--- src/hw/rtl/assert_macros.svh ---
// Assertion macros shared by the RTL; empty bodies when SYNTHESIS is defined.
`ifndef ASSERT_MACROS_SVH
`define ASSERT_MACROS_SVH
`ifndef SYNTHESIS
// Same-cycle implication, disabled while reset is asserted.
`define ASSERT_IMPLIES(label, clk, rst_n, ante, cons) \
	label: assert property (@(posedge clk) disable iff (!rst_n) (ante) |-> (cons)) \
		else $error("implication check failed");
// Next-cycle implication, disabled while reset is asserted.
`define ASSERT_NEXT(label, clk, rst_n, ante, cons) \
	label: assert property (@(posedge clk) disable iff (!rst_n) (ante) |=> (cons)) \
		else $error("next-cycle check failed");
`else
`define ASSERT_IMPLIES(label, clk, rst_n, ante, cons)
`define ASSERT_NEXT(label, clk, rst_n, ante, cons)
`endif
`endif

--- src/hw/rtl/arbc_pkg.sv ---
// Shared types, register codes and helpers for the auto-repeat cursor.
`default_nettype none
package arbc_pkg;

	localparam int CFG_IDX_W  = 3;
	localparam int CFG_DATA_W = 16;

	typedef enum logic [CFG_IDX_W-1:0] {
		REG_INITIAL_DELAY   = 3'd0,
		REG_SLOW_INTERVAL   = 3'd1,
		REG_FAST_INTERVAL   = 3'd2,
		REG_ACCEL_THRESHOLD = 3'd3,
		REG_ITEM_COUNT      = 3'd4
	} cfg_reg_t;

	typedef struct packed {
		logic [7:0]  initial_delay;
		logic [7:0]  slow_interval;
		logic [7:0]  fast_interval;
		logic [15:0] accel_threshold;
		logic [8:0]  item_count;
	} cfg_t;

	typedef enum logic [1:0] {
		ST_IDLE,
		ST_EDGE,
		ST_DIV,
		ST_APPLY
	} state_t;

	typedef struct packed {
		logic accept;
		logic edge_step;
		logic div_step;
		logic load;
	} cmd_t;

	typedef struct packed {
		logic need_div;
		logic div_last;
		logic out_free;
	} status_t;

	// Highest cursor position for a given item count (zero counts as one, cap at 256).
	function automatic logic [7:0] upper_bound(input logic [8:0] n);
		logic [8:0] m;
		begin
			m = (n == 9'd0) ? 9'd1 : n;
			if (m[8]) begin
				upper_bound = 8'hFF;
			end else begin
				upper_bound = 8'(m - 9'd1);
			end
		end
	endfunction

endpackage
`default_nettype wire

--- src/hw/rtl/auto_repeat_bounded_cursor_core.sv ---
// Auto-repeat bounded cursor: one frame tick in, one cursor result out.
// Input channel: in_valid/in_stall with left_edge, right_edge, left_level,
// right_level; one transaction per display frame.
// Output channel: out_valid/out_stall with cursor_index and moved; exactly one
// result transaction per input transaction, in order.
// Configuration: cfg_we/cfg_index/cfg_data write one register per cycle; write
// only while no frame is in flight.
// Sequence from input transaction to result valid: accept, edge step, one
// remainder bit per cycle in the bit-serial remainder unit, output load. A
// frame with no repeat candidate skips the remainder unit. in_stall stays high
// until the current frame has reached the output load, so frames do not overlap.
// A new frame is taken while the previous result still waits in the output
// register. If the receiver stalls, the result holds and the next frame stops
// at the output load until the register frees.
// Reset: cursor and both hold counters clear, registers return to their
// defaults, no result is pending.
`default_nettype none
`include "assert_macros.svh"
module auto_repeat_bounded_cursor_core #(
	parameter int HOLD_COUNT_BITS = 16
) (
	input  logic                            clk,
	input  logic                            arst_n,
	input  logic                            in_valid,
	output logic                            in_stall,
	input  logic                            left_edge,
	input  logic                            right_edge,
	input  logic                            left_level,
	input  logic                            right_level,
	output logic                            out_valid,
	input  logic                            out_stall,
	output logic [7:0]                      cursor_index,
	output logic                            moved,
	input  logic                            cfg_we,
	input  logic [arbc_pkg::CFG_IDX_W-1:0]  cfg_index,
	input  logic [arbc_pkg::CFG_DATA_W-1:0] cfg_data
);
	import arbc_pkg::*;

	cfg_t    cfg;
	cmd_t    cmd;
	status_t status;
	logic    busy;

	arbc_cfg u_cfg (
		.clk       (clk),
		.arst_n    (arst_n),
		.cfg_we    (cfg_we),
		.cfg_index (cfg_index),
		.cfg_data  (cfg_data),
		.cfg       (cfg)
	);

	arbc_ctrl u_ctrl (
		.clk      (clk),
		.arst_n   (arst_n),
		.in_valid (in_valid),
		.status   (status),
		.busy     (busy),
		.cmd      (cmd)
	);

	arbc_dp #(
		.HOLD_W (HOLD_COUNT_BITS)
	) u_dp (
		.clk          (clk),
		.arst_n       (arst_n),
		.cfg          (cfg),
		.cmd          (cmd),
		.status       (status),
		.left_edge    (left_edge),
		.right_edge   (right_edge),
		.left_level   (left_level),
		.right_level  (right_level),
		.out_valid    (out_valid),
		.out_stall    (out_stall),
		.cursor_index (cursor_index),
		.moved        (moved)
	);

	assign in_stall = busy;

	`ASSERT_NEXT(a_accept_then_edge, clk, arst_n, in_valid && !in_stall, cmd.edge_step)
	`ASSERT_IMPLIES(a_load_needs_room, clk, arst_n, cmd.load, !out_valid || !out_stall)
	`ASSERT_NEXT(a_div_runs_out, clk, arst_n, cmd.div_step && !status.div_last, cmd.div_step)

endmodule
`default_nettype wire

--- src/hw/rtl/arbc_cfg.sv ---
// Configuration register file for the auto-repeat cursor.
`default_nettype none
module arbc_cfg (
	input  logic                            clk,
	input  logic                            arst_n,
	input  logic                            cfg_we,
	input  logic [arbc_pkg::CFG_IDX_W-1:0]  cfg_index,
	input  logic [arbc_pkg::CFG_DATA_W-1:0] cfg_data,
	output arbc_pkg::cfg_t                  cfg
);
	import arbc_pkg::*;

	cfg_t cfg_q;

	always_ff @(posedge clk or negedge arst_n) begin
		if (!arst_n) begin
			cfg_q.initial_delay   <= 8'd20;
			cfg_q.slow_interval   <= 8'd6;
			cfg_q.fast_interval   <= 8'd2;
			cfg_q.accel_threshold <= 16'd60;
			cfg_q.item_count      <= 9'd10;
		end else if (cfg_we) begin
			case (cfg_reg_t'(cfg_index))
				REG_INITIAL_DELAY:   cfg_q.initial_delay   <= cfg_data[7:0];
				REG_SLOW_INTERVAL:   cfg_q.slow_interval   <= cfg_data[7:0];
				REG_FAST_INTERVAL:   cfg_q.fast_interval   <= cfg_data[7:0];
				REG_ACCEL_THRESHOLD: cfg_q.accel_threshold <= cfg_data[15:0];
				REG_ITEM_COUNT:      cfg_q.item_count      <= cfg_data[8:0];
				default: ;
			endcase
		end
	end

	assign cfg = cfg_q;

endmodule
`default_nettype wire

--- src/hw/rtl/arbc_ctrl.sv ---
// Controller state machine sequencing edge, remainder and output phases.
`default_nettype none
module arbc_ctrl (
	input  logic               clk,
	input  logic               arst_n,
	input  logic               in_valid,
	input  arbc_pkg::status_t  status,
	output logic               busy,
	output arbc_pkg::cmd_t     cmd
);
	import arbc_pkg::*;

	state_t state_q, state_next;

	always_ff @(posedge clk or negedge arst_n) begin
		if (!arst_n) begin
			state_q <= ST_IDLE;
		end else begin
			state_q <= state_next;
		end
	end

	always_comb begin
		state_next = state_q;
		case (state_q)
			ST_IDLE: begin
				if (in_valid) state_next = ST_EDGE;
			end
			ST_EDGE: begin
				state_next = status.need_div ? ST_DIV : ST_APPLY;
			end
			ST_DIV: begin
				if (status.div_last) state_next = ST_APPLY;
			end
			ST_APPLY: begin
				if (status.out_free) state_next = ST_IDLE;
			end
			default: state_next = ST_IDLE;
		endcase
	end

	always_comb begin
		cmd  = '0;
		busy = 1'b1;
		case (state_q)
			ST_IDLE: begin
				busy       = 1'b0;
				cmd.accept = in_valid;
			end
			ST_EDGE:  cmd.edge_step = 1'b1;
			ST_DIV:   cmd.div_step  = 1'b1;
			ST_APPLY: cmd.load      = status.out_free;
			default: ;
		endcase
	end

endmodule
`default_nettype wire

--- src/hw/rtl/arbc_dp.sv ---
// Datapath: cursor, hold counters, bit-serial remainder unit and output register.
`default_nettype none
module arbc_dp #(
	parameter int HOLD_W = 16
) (
	input  logic              clk,
	input  logic              arst_n,
	input  arbc_pkg::cfg_t    cfg,
	input  arbc_pkg::cmd_t    cmd,
	output arbc_pkg::status_t status,
	input  logic              left_edge,
	input  logic              right_edge,
	input  logic              left_level,
	input  logic              right_level,
	output logic              out_valid,
	input  logic              out_stall,
	output logic [7:0]        cursor_index,
	output logic              moved
);
	import arbc_pkg::*;

	localparam int CNT_W = (HOLD_W > 1) ? $clog2(HOLD_W) : 1;
	localparam int CMP_W = (HOLD_W > 16) ? HOLD_W : 16;
	localparam logic [HOLD_W-1:0] HOLD_MAX = {HOLD_W{1'b1}};

	logic [7:0]        cursor_q;
	logic [HOLD_W-1:0] left_q, right_q;
	logic              le_q, re_q, lh_q, rh_q;
	logic              moved_q;
	logic [HOLD_W-1:0] dvd_q;
	logic [7:0]        rem_q;
	logic [7:0]        int_q;
	logic              ge_q, dir_left_q;
	logic [CNT_W-1:0]  cnt_q;
	logic              out_valid_q, out_moved_q;
	logic [7:0]        out_cursor_q;

	logic [7:0]        ub;
	logic [7:0]        cur_a, cur_b;
	logic              mv_a, mv_b;
	logic              l_act, r_act;
	logic [HOLD_W-1:0] l_base, r_base, l_new, r_new, c_tick;
	logic [HOLD_W-1:0] delay_ext;
	logic              ge;
	logic              fast;
	logic [7:0]        intv;
	logic [8:0]        trial;
	logic [8:0]        trial_sub;
	logic              due;
	logic [7:0]        cur_f;
	logic              mv_f;

	assign ub        = upper_bound(cfg.item_count);
	assign delay_ext = HOLD_W'(cfg.initial_delay);

	// Edge phase: left edge first, then right edge, then counter update.
	always_comb begin
		cur_a = cursor_q;
		mv_a  = 1'b0;
		if (le_q && (cursor_q != 8'd0)) begin
			cur_a = cursor_q - 8'd1;
			mv_a  = 1'b1;
		end
		cur_b = cur_a;
		mv_b  = mv_a;
		if (re_q && (cur_a < ub)) begin
			cur_b = cur_a + 8'd1;
			mv_b  = 1'b1;
		end
	end

	assign l_act  = lh_q & ~rh_q;
	assign r_act  = rh_q & ~lh_q;
	assign l_base = le_q ? '0 : left_q;
	assign r_base = re_q ? '0 : right_q;
	assign l_new  = l_act ? ((l_base == HOLD_MAX) ? l_base : l_base + 1'b1) : '0;
	assign r_new  = r_act ? ((r_base == HOLD_MAX) ? r_base : r_base + 1'b1) : '0;
	assign c_tick = l_act ? l_new : r_new;
	assign ge     = (l_act | r_act) && (c_tick >= delay_ext);
	assign fast   = CMP_W'(c_tick) >= CMP_W'(cfg.accel_threshold);

	always_comb begin
		intv = fast ? cfg.fast_interval : cfg.slow_interval;
		if (intv == 8'd0) intv = 8'd1;
	end

	// One remainder bit per cycle.
	assign trial     = {rem_q, dvd_q[HOLD_W-1]};
	assign trial_sub = trial - {1'b0, int_q};

	// Repeat step after the remainder settles.
	assign due = ge_q && (rem_q == 8'd0);
	always_comb begin
		cur_f = cursor_q;
		mv_f  = moved_q;
		if (due) begin
			if (dir_left_q) begin
				if (cursor_q != 8'd0) begin
					cur_f = cursor_q - 8'd1;
					mv_f  = 1'b1;
				end
			end else if (cursor_q < ub) begin
				cur_f = cursor_q + 8'd1;
				mv_f  = 1'b1;
			end
		end
	end

	always_ff @(posedge clk or negedge arst_n) begin
		if (!arst_n) begin
			cursor_q <= '0;
			left_q   <= '0;
			right_q  <= '0;
		end else if (cmd.edge_step) begin
			cursor_q <= cur_b;
			left_q   <= l_new;
			right_q  <= r_new;
		end else if (cmd.load) begin
			cursor_q <= cur_f;
		end
	end

	always_ff @(posedge clk) begin
		if (cmd.accept) begin
			le_q <= left_edge;
			re_q <= right_edge;
			lh_q <= left_level;
			rh_q <= right_level;
		end
		if (cmd.edge_step) begin
			moved_q    <= mv_b;
			dvd_q      <= c_tick - delay_ext;
			rem_q      <= '0;
			int_q      <= intv;
			ge_q       <= ge;
			dir_left_q <= l_act;
			cnt_q      <= CNT_W'(HOLD_W - 1);
		end else if (cmd.div_step) begin
			rem_q <= trial_sub[8] ? trial[7:0] : trial_sub[7:0];
			dvd_q <= {dvd_q[HOLD_W-2:0], 1'b0};
			cnt_q <= cnt_q - 1'b1;
		end
		if (cmd.load) begin
			out_cursor_q <= cur_f;
			out_moved_q  <= mv_f;
		end
	end

	// Hold the result until the receiver takes it.
	always_ff @(posedge clk or negedge arst_n) begin
		if (!arst_n) begin
			out_valid_q <= 1'b0;
		end else if (cmd.load) begin
			out_valid_q <= 1'b1;
		end else if (!out_stall) begin
			out_valid_q <= 1'b0;
		end
	end

	assign status.need_div = ge;
	assign status.div_last = (cnt_q == '0);
	assign status.out_free = ~out_valid_q | ~out_stall;

	assign out_valid    = out_valid_q;
	assign cursor_index = out_cursor_q;
	assign moved        = out_moved_q;

endmodule
`default_nettype wire
--- config.mk ---
export PLATFORM = sky130hd
export DESIGN_NAME = auto_repeat_bounded_cursor_core
export DESIGN_NICKNAME = d
export VERILOG_FILES = /design/src/hw/rtl/arbc_pkg.sv /design/src/hw/rtl/auto_repeat_bounded_cursor_core.sv /design/src/hw/rtl/arbc_cfg.sv /design/src/hw/rtl/arbc_ctrl.sv /design/src/hw/rtl/arbc_dp.sv
export VERILOG_INCLUDE_DIRS = /design/src /design/src/hw/rtl
export SDC_FILE = /design/constraint.sdc
export NUM_CORES = 1
export LEC_CHECK = 0
export BUFFER_PORTS_ARGS = -buffer_cell sky130_fd_sc_hd__buf_4
export CORE_ASPECT_RATIO = 1.25
export CORE_MARGIN = 4
export CORE_UTILIZATION = 50
export CTS_BUF_LIST = sky130_fd_sc_hd__clkbuf_16
export CTS_CLUSTER_DIAMETER = 200
export DETAILED_ROUTE_END_ITERATION = 6
export GPL_TIMING_DRIVEN = 1
export PLACE_DENSITY = 0.69
export RECOVER_POWER = 50
export SYNTH_ARGS = -nofsm -noshare
export SYNTH_HDL_FRONTEND = slang
export SYNTH_SLANG_ARGS = --single-unit
--- constraint.sdc ---
create_clock -name clk -period 13.95 [get_ports clk]
set_input_delay 2.79 -clock clk [delete_from_list [all_inputs] [get_ports clk]]
set_output_delay 2.79 -clock clk [all_outputs]
set_load 0.1 [all_outputs]
# [After elaboration in Yosys (flattened, before gate mapping)]
# Cells that the tools add are included.
[word_totals] regBits=144 in_bits=28 out_inout_bits=11 wordCells=114
[op_classes] addsub=9 magnitude_cmp=4 eq_ne=13 mux=38 n_bitwise=8 n_reduce_logical=19
[op_table] cell="$mux W16" n=9
[op_table] cell="$mux W8" n=11
[op_table] cell="$add A16 B1 Y16 const B" n=2
[op_table] cell="$eq A16 B16 Y1 const B" n=2
[op_table] cell="$add A8 B1 Y8 const B" n=2
[op_table] cell="$ge A16 B16 Y1" n=1
[op_table] cell="$ge A16 B8 Y1" n=1
[op_table] cell="$logic_not A8 Y1" n=2
[op_table] cell="$lt A8 B8 Y1" n=2
[op_table] cell="$sub A16 B8 Y16" n=1
[op_table] cell="$sub A8 B1 Y8 const B" n=2
[op_table] cell="$mux W1" n=13
[op_table] cell="$reduce_and A2 Y1" n=5
[op_table] cell="$logic_not A9 Y1" n=1
[op_table] cell="$mux W9" n=1
[op_table] cell="$sub A9 B8 Y9" n=1
[op_table] cell="$pmux W2 S4" n=1
[op_table] cell="$reduce_bool A8 Y1" n=1
[op_table] cell="$eq A3 B2 Y1 const B" n=2
[op_table] cell="$mux W2" n=3
[op_table] cell="$eq A2 B2 Y1 const B" n=2
[op_table] cell="$logic_and A1 B1 Y1" n=4
[op_table] cell="$logic_not A4 Y1" n=1
[op_table] cell="$ne A2 B1 Y1 const B" n=2
[op_table] cell="other kinds (12)" n=19

# [Longest topological paths before layout]
# Gate-level depths: netlist of the first run.
[logic_depth] word_depth=10 depth_mapped=22 mapped_depth_nobuf=19

# [Cells and area by module]
# A second synthesis of the first run with hierarchy kept.
[unflattened] hier_cells=1024 area_unflattened_um2=9764.4
[by_module_without_submodules] mod="arbc_dp" n_inst=1 cells_each=895 area_per_inst_um2=7631.1 seq_area_each_um2=2467.4
[by_module_without_submodules] mod="arbc_cfg" n_inst=1 cells_each=107 area_per_inst_um2=1890.6 seq_area_each_um2=1239.9
[by_module_without_submodules] mod="arbc_ctrl" n_inst=1 cells_each=22 area_per_inst_um2=242.7 seq_area_each_um2=50.0

# [Least setup slack after synthesis of the first run]
# OpenSTA, ideal clock, no wires.
[synth_timing] path_kind="register to register" from="reg u_dp.re_q" to="reg u_dp.dvd_q[13] (data pin)" setup_ns=0.180 t_arrival_ns=4.372 setup_slack_ns=9.398 stages_incl_launch_ff=20 path_buffers=3 period_less_slack_ns=4.552 path_cell_list="edfxtp_1 clkbuf_1 clkbuf_1 nor2b_1 ha_1 nand3_1 nor2_1 nand2b_1 clkbuf_1 inv_1 or4b_2 xor2_1 o31ai_1 ha_1 o21a_1 o31a_1 nor3_1 nand3b_1 or2_2 o311ai_1"
[synth_via] elab_chain_len=7
[synth_lines] element="start: declaration" line_no="arbc_dp.sv:28" source="logic le_q, re_q, lh_q, rh_q;"
[synth_lines] element="start signal: assignment" line_no="arbc_dp.sv:126" source="re_q <= right_edge;"
[synth_lines] element="$mux W16 *" line_no="arbc_dp.sv:75" source="assign r_base = re_q ? '0 : right_q;"
[synth_lines] element="$add A16 B1 Y16 or $eq A16 B16 Y1 (tied branches)" line_no="arbc_dp.sv:77" source="assign r_new = r_act ? ((r_base == HOLD_MAX) ? r_base : r_base + 1'b1) : '0;"
[synth_lines] element="$mux W16 * (2 in a row)" line_no="arbc_dp.sv:77"
[synth_lines] element="$mux W16 *" line_no="arbc_dp.sv:78" source="assign c_tick = l_act ? l_new : r_new;"
[synth_lines] element="$sub A16 B8 Y16 *" line_no="arbc_dp.sv:132" source="dvd_q <= c_tick - delay_ext;"
[synth_lines] element="$mux W16 *" line_no="arbc_dp.sv:130" source="if (cmd.edge_step) begin"
[synth_lines] element="end signal: assignment" line_no="arbc_dp.sv:132"
[synth_lines] element="end signal: assignment" line_no="arbc_dp.sv:140" source="dvd_q <= {dvd_q[HOLD_W-2:0], 1'b0};"
[synth_lines] element="end: declaration" line_no="arbc_dp.sv:30" source="logic [HOLD_W-1:0] dvd_q;"
# Every way passes the cells marked *; elsewhere a longest branch is shown, timed or not.
# A chain may end at the register's enable or synchronous reset.

==> key figures, run 1 <==
Yosys
  – Most repeated cell in the gate-level netlist after synthesis: nand2_1
  – Gate count after technology mapping: 1001
  – Cell variety after synth: 79
  – Area share of the largest cell type after synthesis: 0.212
  – Simple-Gate Fraction of Synth Area: 0.182
  – Portion of the post-synthesis area used by sequential elements: 0.394
  – Most numerous cell types in the synthesized netlist: nand2_1 (89), dfrtp_1 (81), inv_1 (70)
  – Commonest register cell after synthesis: dfrtp_1
  – Number of flops mapped to enable cells by yosys: 40
  – Post-Syn Nets: about 1.1k
  – Synth async-reset ratio: 0.639
  – Synthesized-area fraction occupied by ao, oa, aoi and oai cells: 0.153
  – Cell area after technology mapping: 9540 um^2
  – Xor and xnor fraction of the mapped netlist area: 0.0505
  – Synth Register Bits: between 100 and 150
  – Mux contribution to synthesized area: 0.0915
  – Dominant combinational cell family by area after synthesis: simple AND/OR/NAND/NOR gates
  – Synth Area in Adders: 0.0829
  – Mean instance size in the synthesized netlist: 9.53 um^2
  – Leading post-synthesis cells by cell area: dfrtp_1 (21%), edfxtp_1 (13%), ha_1 (7.9%), mux2_2 (6.8%), nand2_1 (3.5%)
  – Yosys top cell by area: dfrtp_1
  – Yosys warning count: 0

Timing
  – Fmax: between 100 and 150 MHz
  – Final WS setup: between 7000 and 8000 ps
  – Setup Viol. Count Final: 0
  – Accumulated negative setup slack: 0 ps
  – Worst relative slew slack: -1.42
  – Worst-case clock skew: approximately 8 ps
  – Setup repair after global routing missed its margin: no
  – Post-route fraction of the period consumed by the critical path: 0.488
  – Clock period minus worst slack: 6800 ps
  – Slew at the pin closest to its max-slew limit: 3630 ps
  – Number of failing hold endpoints at the final stage: 0
  – Pins over their slew limit: approximately 170

Global routing
  – Grt met3 use: 0.0337
  – Maximum number of pins on one net before global-route repair: 74
  – Antenna violations before repair: 0
  – Global router's overall resource usage: 0.217
  – Global-route congestion overflow total: 0
  – GRT Max-Usage Layer: met2
  – Via count of the first global-routing pass: between 7k and 8k
  – Wire length of the first global-routing pass: around 37 mm
  – GR Util met2: 0.385
  – GRT met1 Usage: 0.273

Route
  – # DRC: 0
  – DRC violation total after the first TritonRoute iteration: between 500 and 600
  – Detail-routed net length per standard cell: 17.9 um
  – Mean number of vias per cell: around 6
  – Count of TritonRoute iterations in the first routing pass: 6
  – Number of vias after detailed routing: ~7.5k
  – Final ANT Viol Nets: 0
  – Total Wirelength: about 23 mm

CTS
  – Number of buffers inserted during clock tree synthesis: 17
  – CTS clock-pin slew for the worst setup and hold paths: around 60 ps
  – Hold buffers post-CTS: 0
  – Total number of clock tree sinks: ~140
  – CTS HTree Levels: 4
  – Clock root buffer: clkbuf_16
  – Clock tree from TritonCTS: done
  – Max clock buf depth: 2
  – Total of cells resized after clock tree synthesis: 0
  – Clock latency on the worst-skew pair: approximately 430 ps
  – Post-CTS repair timing setup buffer count: 0

Pwr
  – Combinational power share: 0.436
  – Worst ir drop on vdd: between 90 and 100 uV
  – Seq pwr share: 0.345
  – Internal power: about 1.1 mW
  – Clock power share: 0.219
  – Net switching component of the power: between 0.8 and 0.9 mW
  – Static leakage: about 4.5 nW
  – Total power divided by cell area: 186 nW/um^2
  – Power Total: between 1.5 and 2 mW
  – Sw Ratio: 0.413

Placed design
  – Sum of net half-perimeters after detailed placement: approximately 17 mm
  – Placer's final routability congestion estimate: 0.910
  – Count of buffers inserted at the top-level ports: 38
  – Post-place setup slack: ~8700 ps

Floorplan
  – Core Footprint: between 15000 and 20000 um^2
  – Number of placement rows: 56
  – Die Width: about 130 um
  – Die extent in y: 162 um
  – Area enclosed by the die boundary: 21400 um^2
  – Effective utilization at floorplan: 0.508
  – Count of boundary I/O pins: 39

Cells and area
  – Filler Cells Inserted: 1736
  – Footprint of the multi-input gates: roughly 5300 um^2
  – Fraction of final layout cells with drive strength greater than 1: 0.147
  – Layout overhead on the synthesized area: 10.1%
  – Storage element area: 3760 um^2
  – Number of nets in the layout: between 1k and 1.5k
  – Ant diodes: 0

Worst setup path
  – Class of the most critical setup path: primary input to async pin
  – Worst endpoint required time: ~14000 ps
  – Startpoint class of the critical path: primary input
  – Cell type with the highest occurrence count on the critical path: clkbuf_1
  – Arrival @ worst endpoint: between 6000 and 7000 ps
  – Maximum single-stage delay on the critical path: between 2000 and 3000 ps
  – Cells traversed along the worst timing path: clkbuf_1 -> clkbuf_1
  – Capturing element type of the critical path: async pin
  – Number of buffer and inverter stages on the critical path: 2
  – Slowest cell on crit path: clkbuf_1
  – Maximum fanout along the worst path: 62
  – CP delay by family, top: buffers and inverters

Outcome
  – Result of the run: finished, violations left
  – Violated checks: max-capacitance violations, max-slew violations

Run
  – Max-Cap Viols: 3

Worst hold path
  – Min-Delay Path Class: flip-flop to flip-flop
==> per-stage QoR <==
step | cells | utilization | instance area [um^2] | hold WS [ps]
floorplan | 1001 | - | 9540 | 462
global placement | 1236 | 0.532 | 9990 | 480
detailed placement | 1236 | 0.532 | 9990 | 490
CTS | 1268 | 0.561 | 10500 | 509
global route | 1268 | 0.560 | 10500 | 520
finish | 1268 | 0.560 | 10500 | 502
==> routing by layer <==
layer,up-vias,wire length [um]
li1,3683,-
met1,3646,10100
met2,152,11600
met3,36,671
met4,0,437
met5,-,0
==> layout by cell type, fill, tap and decap left out, drive strengths merged, types with 6 or more instances in the layout <==
| cell | instances |
|---|---|
| clkbuf | 31 |
| mux2i | 22 |
| a22oi | 7 |
| nand3 | 23 |
| nand2b | 16 |
| or2 | 9 |
| clkinv | 6 |
| o31ai | 16 |
| a21oi | 42 |
| o21ai | 50 |
| buf | 30 |
| inv | 79 |
| a21o | 9 |
| xor2 | 23 |
| ha | 60 |
| a22o | 16 |
| a211oi | 10 |
| and2 | 6 |
| edfxtp | 40 |
| mux2 | 58 |
| o2bb2ai | 6 |
| nand4 | 21 |
| o311ai | 6 |
| nor2 | 63 |
| nor3 | 27 |
| nor4 | 13 |
| nor2b | 23 |
| xnor2 | 32 |
| dfrtp | 81 |
| a31oi | 9 |
| nand2 | 89 |
| dfstp | 11 |
| dfxtp | 12 |
| and3 | 12 |
==> state kept, by name (all words and copies together) (netlist names), 2 cells and up <==
register	cells
u_dp.rem_q	8
u_cfg.cfg	49
u_dp.cnt_q	4
u_dp.int_q	8
u_dp.cursor_q	8
u_dp.cursor_index	8
u_dp.left_q	16
u_dp.dvd_q	16
u_ctrl.state_q	2
u_dp.right_q	16
==> power by group through the flow <==
| stage | Clock [mW] | Sequential (mW) | Combinational [mW] |
|---|---|---|---|
| floorplan | 0 | 0.705 | 0.618 |
| global placement | 0 | 0.678 | 0.829 |
| global route | 0.456 | 0.692 | 0.950 |
| detailed placement | 0 | 0.680 | 0.847 |
| finish | 0.428 | 0.675 | 0.852 |
| CTS | 0.436 | 0.672 | 0.850 |
==> cells by family (layout without fill, tap and decap cells) <==
| family | count (synthesis) | count (layout) |
|---|---|---|
| simple gates | 333 | 333 |
| compound gates | 214 | 214 |
| flops | 144 | 144 |
| buf+inv | 113 | 148 |
| mux | 80 | 80 |
| fa+ha+maj | 62 | 62 |
| xor+xnor | 55 | 55 |
==> cell type report <==
type	count	share of cell area
multi-input combinational	744	0.508
sequential	144	0.358
timing repair buffer	44	0.0289
inverter	72	0.0257
clock inverter	15	0.0114
clock buffer	17	0.0405
tap	232	0.0276
==> tightest hold or removal path, stage by stage (launching register included) <==
cell and delay, ps:
dfxtp_1 340, xnor2_1 80, nand2_1 60
==> path summary, 6_finish.rpt <==
| check | slack, ps | from | cells after the start | end |
|---|---|---|---|---|
| max | 7150 | arst_n | 2 | u_dp.left_q[12] |
| min | 500 | u_dp.cnt_q[3] | 2 | u_dp.cnt_q[3] |
| max reg2reg | 8420 | u_dp.le_q | 17 | u_dp.dvd_q[12] |
| min reg2reg | 500 | u_dp.cnt_q[3] | 2 | u_dp.cnt_q[3] |
| max in group clk | 8420 | u_dp.le_q | 17 | u_dp.dvd_q[12] |
| min in group asynchronous | 2770 | arst_n | 1 | u_cfg.cfg[36] |
No activity file was read; power rests on OpenSTA's default activity.
==> run 2: changes to the inputs <==
Clock period 13.95 ns to 6.7 ns, I/O delays scaled along.
==> run 2 against run 1 <==
  * The flow still finishes with violations (max-capacitance violations, max-slew violations)
  * Clock power increased by 100%
  * First-iteration DRC count shrank 24%
  * Combinational power up 110%
  * Sequential share of layout area hardly changed
  * Hold slack improved by 2.6 ps
  * Cell count unchanged
  * Non-clock buffer count is the same
  * Worst setup slack got worse by 5800 ps
  * Die area stayed put
  * Clock skew rose by 0.94 ps
  * Utilization is essentially flat
==> key figures, run 2 (same netlist as run 1, synthesis figures left out) <==
Worst setup path
  – Maximum fanout along the worst path: 20
  – Capturing element type of the critical path: flip-flop
  – Class of the most critical setup path: flip-flop to flip-flop
  – Worst endpoint required time: 6840 ps
  – Startpoint class of the critical path: flip-flop
  – Arrival @ worst endpoint: 5520 ps

Timing
  – Clock period minus worst slack: 5380 ps
  – Number of failing hold endpoints at the final stage: 0
  – Fmax: between 150 and 200 MHz
  – Worst relative slew slack: -1.49
  – Setup Viol. Count Final: 0
  – Final WS setup: approximately 1300 ps
  – Post-route fraction of the period consumed by the critical path: 0.803
  – Pins over their slew limit: ~110
  – Worst-case clock skew: 9.08 ps
  – Accumulated negative setup slack: 0 ps
  – Slew at the pin closest to its max-slew limit: about 3700 ps
  – Setup repair after global routing missed its margin: no

CTS
  – Hold buffers post-CTS: 0
  – Clock tree from TritonCTS: done
  – Total number of clock tree sinks: about 140
  – Post-CTS repair timing setup buffer count: 0
  – Clock root buffer: clkbuf_16
  – CTS clock-pin slew for the worst setup and hold paths: around 70 ps
  – Max clock buf depth: 2
  – Number of buffers inserted during clock tree synthesis: 17
  – CTS HTree Levels: 4
  – Clock latency on the worst-skew pair: 430 ps
  – Total of cells resized after clock tree synthesis: 0

Cells and area
  – Layout overhead on the synthesized area: 10.1%
  – Commonest cells after routing, fill and taps aside: nand2_1 (89), dfrtp_1 (81), inv_1 (71)
  – Number of nets in the layout: about 1.1k
  – Ant diodes: 0
  – Number of flip-flops in the largest register: slightly below 50
  – Fraction of final layout cells with drive strength greater than 1: 0.151
  – Most common library cell in the layout ignoring fill and taps: nand2_1

Global routing
  – Antenna violations before repair: 0
  – Global-route congestion overflow total: 0
  – Maximum number of pins on one net before global-route repair: 74
  – Via count of the first global-routing pass: roughly 7.4k
  – Global router's overall resource usage: 0.215
  – Wire length of the first global-routing pass: approximately 37 mm

Pwr
  – Worst ir drop on vdd: about 200 uV
  – Net switching component of the power: ~1.7 mW
  – Sw Ratio: 0.417
  – Power Total: ~4 mW
  – Static leakage: between 4 and 5 nW
  – Clock power share: 0.215
  – Seq pwr share: 0.347
  – Combinational power share: 0.438
  – Total power divided by cell area: approximately 390 nW/um^2
  – Internal power: 2.36 mW

Floorplan
  – Number of placement rows: 56
  – Die extent in y: approximately 160 um
  – Core Footprint: between 15000 and 20000 um^2
  – Area enclosed by the die boundary: about 21000 um^2
  – Die Width: roughly 130 um
  – Count of boundary I/O pins: 39
  – Effective utilization at floorplan: 0.508

Route
  – Count of TritonRoute iterations in the first routing pass: 5
  – Mean number of vias per cell: around 6
  – Total Wirelength: between 20 and 25 mm
  – # DRC: 0
  – DRC violation total after the first TritonRoute iteration: 430
  – Final ANT Viol Nets: 0
  – Detail-routed net length per standard cell: 17.8 um
  – Number of vias after detailed routing: around 7.5k

Outcome
  – Result of the run: finished, violations left
  – Violated checks: max-capacitance violations, max-slew violations

Placed design
  – Post-place setup slack: ~1500 ps
  – Sum of net half-perimeters after detailed placement: approximately 16 mm
  – Count of buffers inserted at the top-level ports: 38
  – Placer's final routability congestion estimate: between 0.9 and 1

Worst hold path
  – Min-Delay Path Class: flip-flop to flip-flop

Run
  – Max-Cap Viols: 2
==> run 2: cell types whose count changed in the layout (fill, tap and decap cells not counted), sizes merged <==
cell      delta
buf          +1
bufinv       -1
clkbuf       -1
clkinv       +1
clkinvlp     +2
inv          -2
==> run 2: worst max-delay path: stages, from the launching register on <==
cell and delay (ps):
edfxtp_1 630, nor2b_1 390, ha_1 290, nand3_1 150
nor2_1 160, nand2b_1 200, inv_1 140, nand2_1 60
a21oi_1 210, nor2_1 70, a21oi_1 420, ha_1 330
nor2b_1 140, o31ai_1 380, a21oi_1 190, o31a_1 290
nor3_1 240, nand3b_1 240, o311ai_0 400, o311ai_1 170
==> run 2: path summary, 6_finish.rpt <==
check / from / to / slack (ps) / depth (start not counted)
max: u_dp.re_q / u_dp.dvd_q[13] / 1320 / 19
min: u_cfg.cfg[21] / u_cfg.cfg[21] / 500 / 1
max reg2reg: u_dp.re_q / u_dp.dvd_q[13] / 1320 / 19
min reg2reg: u_cfg.cfg[21] / u_cfg.cfg[21] / 500 / 1
max in group asynchronous: arst_n / u_dp.left_q[6] / 3770 / 2
min in group asynchronous: arst_n / u_cfg.cfg[39] / 1320 / 1
==> run 2: power groups by stage <==
stage | registers, mW | clock network (mW) | logic [mW]
after CTS | 1.40 | 0.890 | 1.77
after floorplan | 1.47 | 0 | 1.29
after global routing | 1.44 | 0.937 | 1.97
after detailed placement | 1.42 | 0 | 1.76
after global placement | 1.41 | 0 | 1.73
final | 1.41 | 0.870 | 1.77
==> run 2: area by class of cell <==
class,instances,area (um^2)
Tap cell,232,290
Sequential cell,144,3760
Clock buffer,17,425
Inverter,72,270
Clock inverter,15,110
Fill cell,1727,8270
Multi-Input combinational cell,744,5340
Timing Repair Buffer,44,308
==> run 2: metrics by stage <==
| stage | hold slack (ps) | instance area [um^2] | cells | utilization |
|---|---|---|---|---|
| final | 505 | 10500 | 1268 | 0.559 |
| after global routing | 522 | 10500 | 1268 | 0.559 |
| after CTS | 507 | 10500 | 1268 | 0.561 |
| after detailed placement | 489 | 9990 | 1236 | 0.532 |
| after global placement | 480 | 9990 | 1236 | 0.532 |
| after floorplan | 462 | 9540 | 1001 | - |
==> run 2: metal layers <==
metal  routed length (um)  track usage  vias to the layer above
li1                     -            -                     3694
met1                 9740        0.254                     3616
met2                11300        0.383                      144
met3                  701       0.0392                       60
met4                  858       0.0979                        0
met5                    0            0                        -
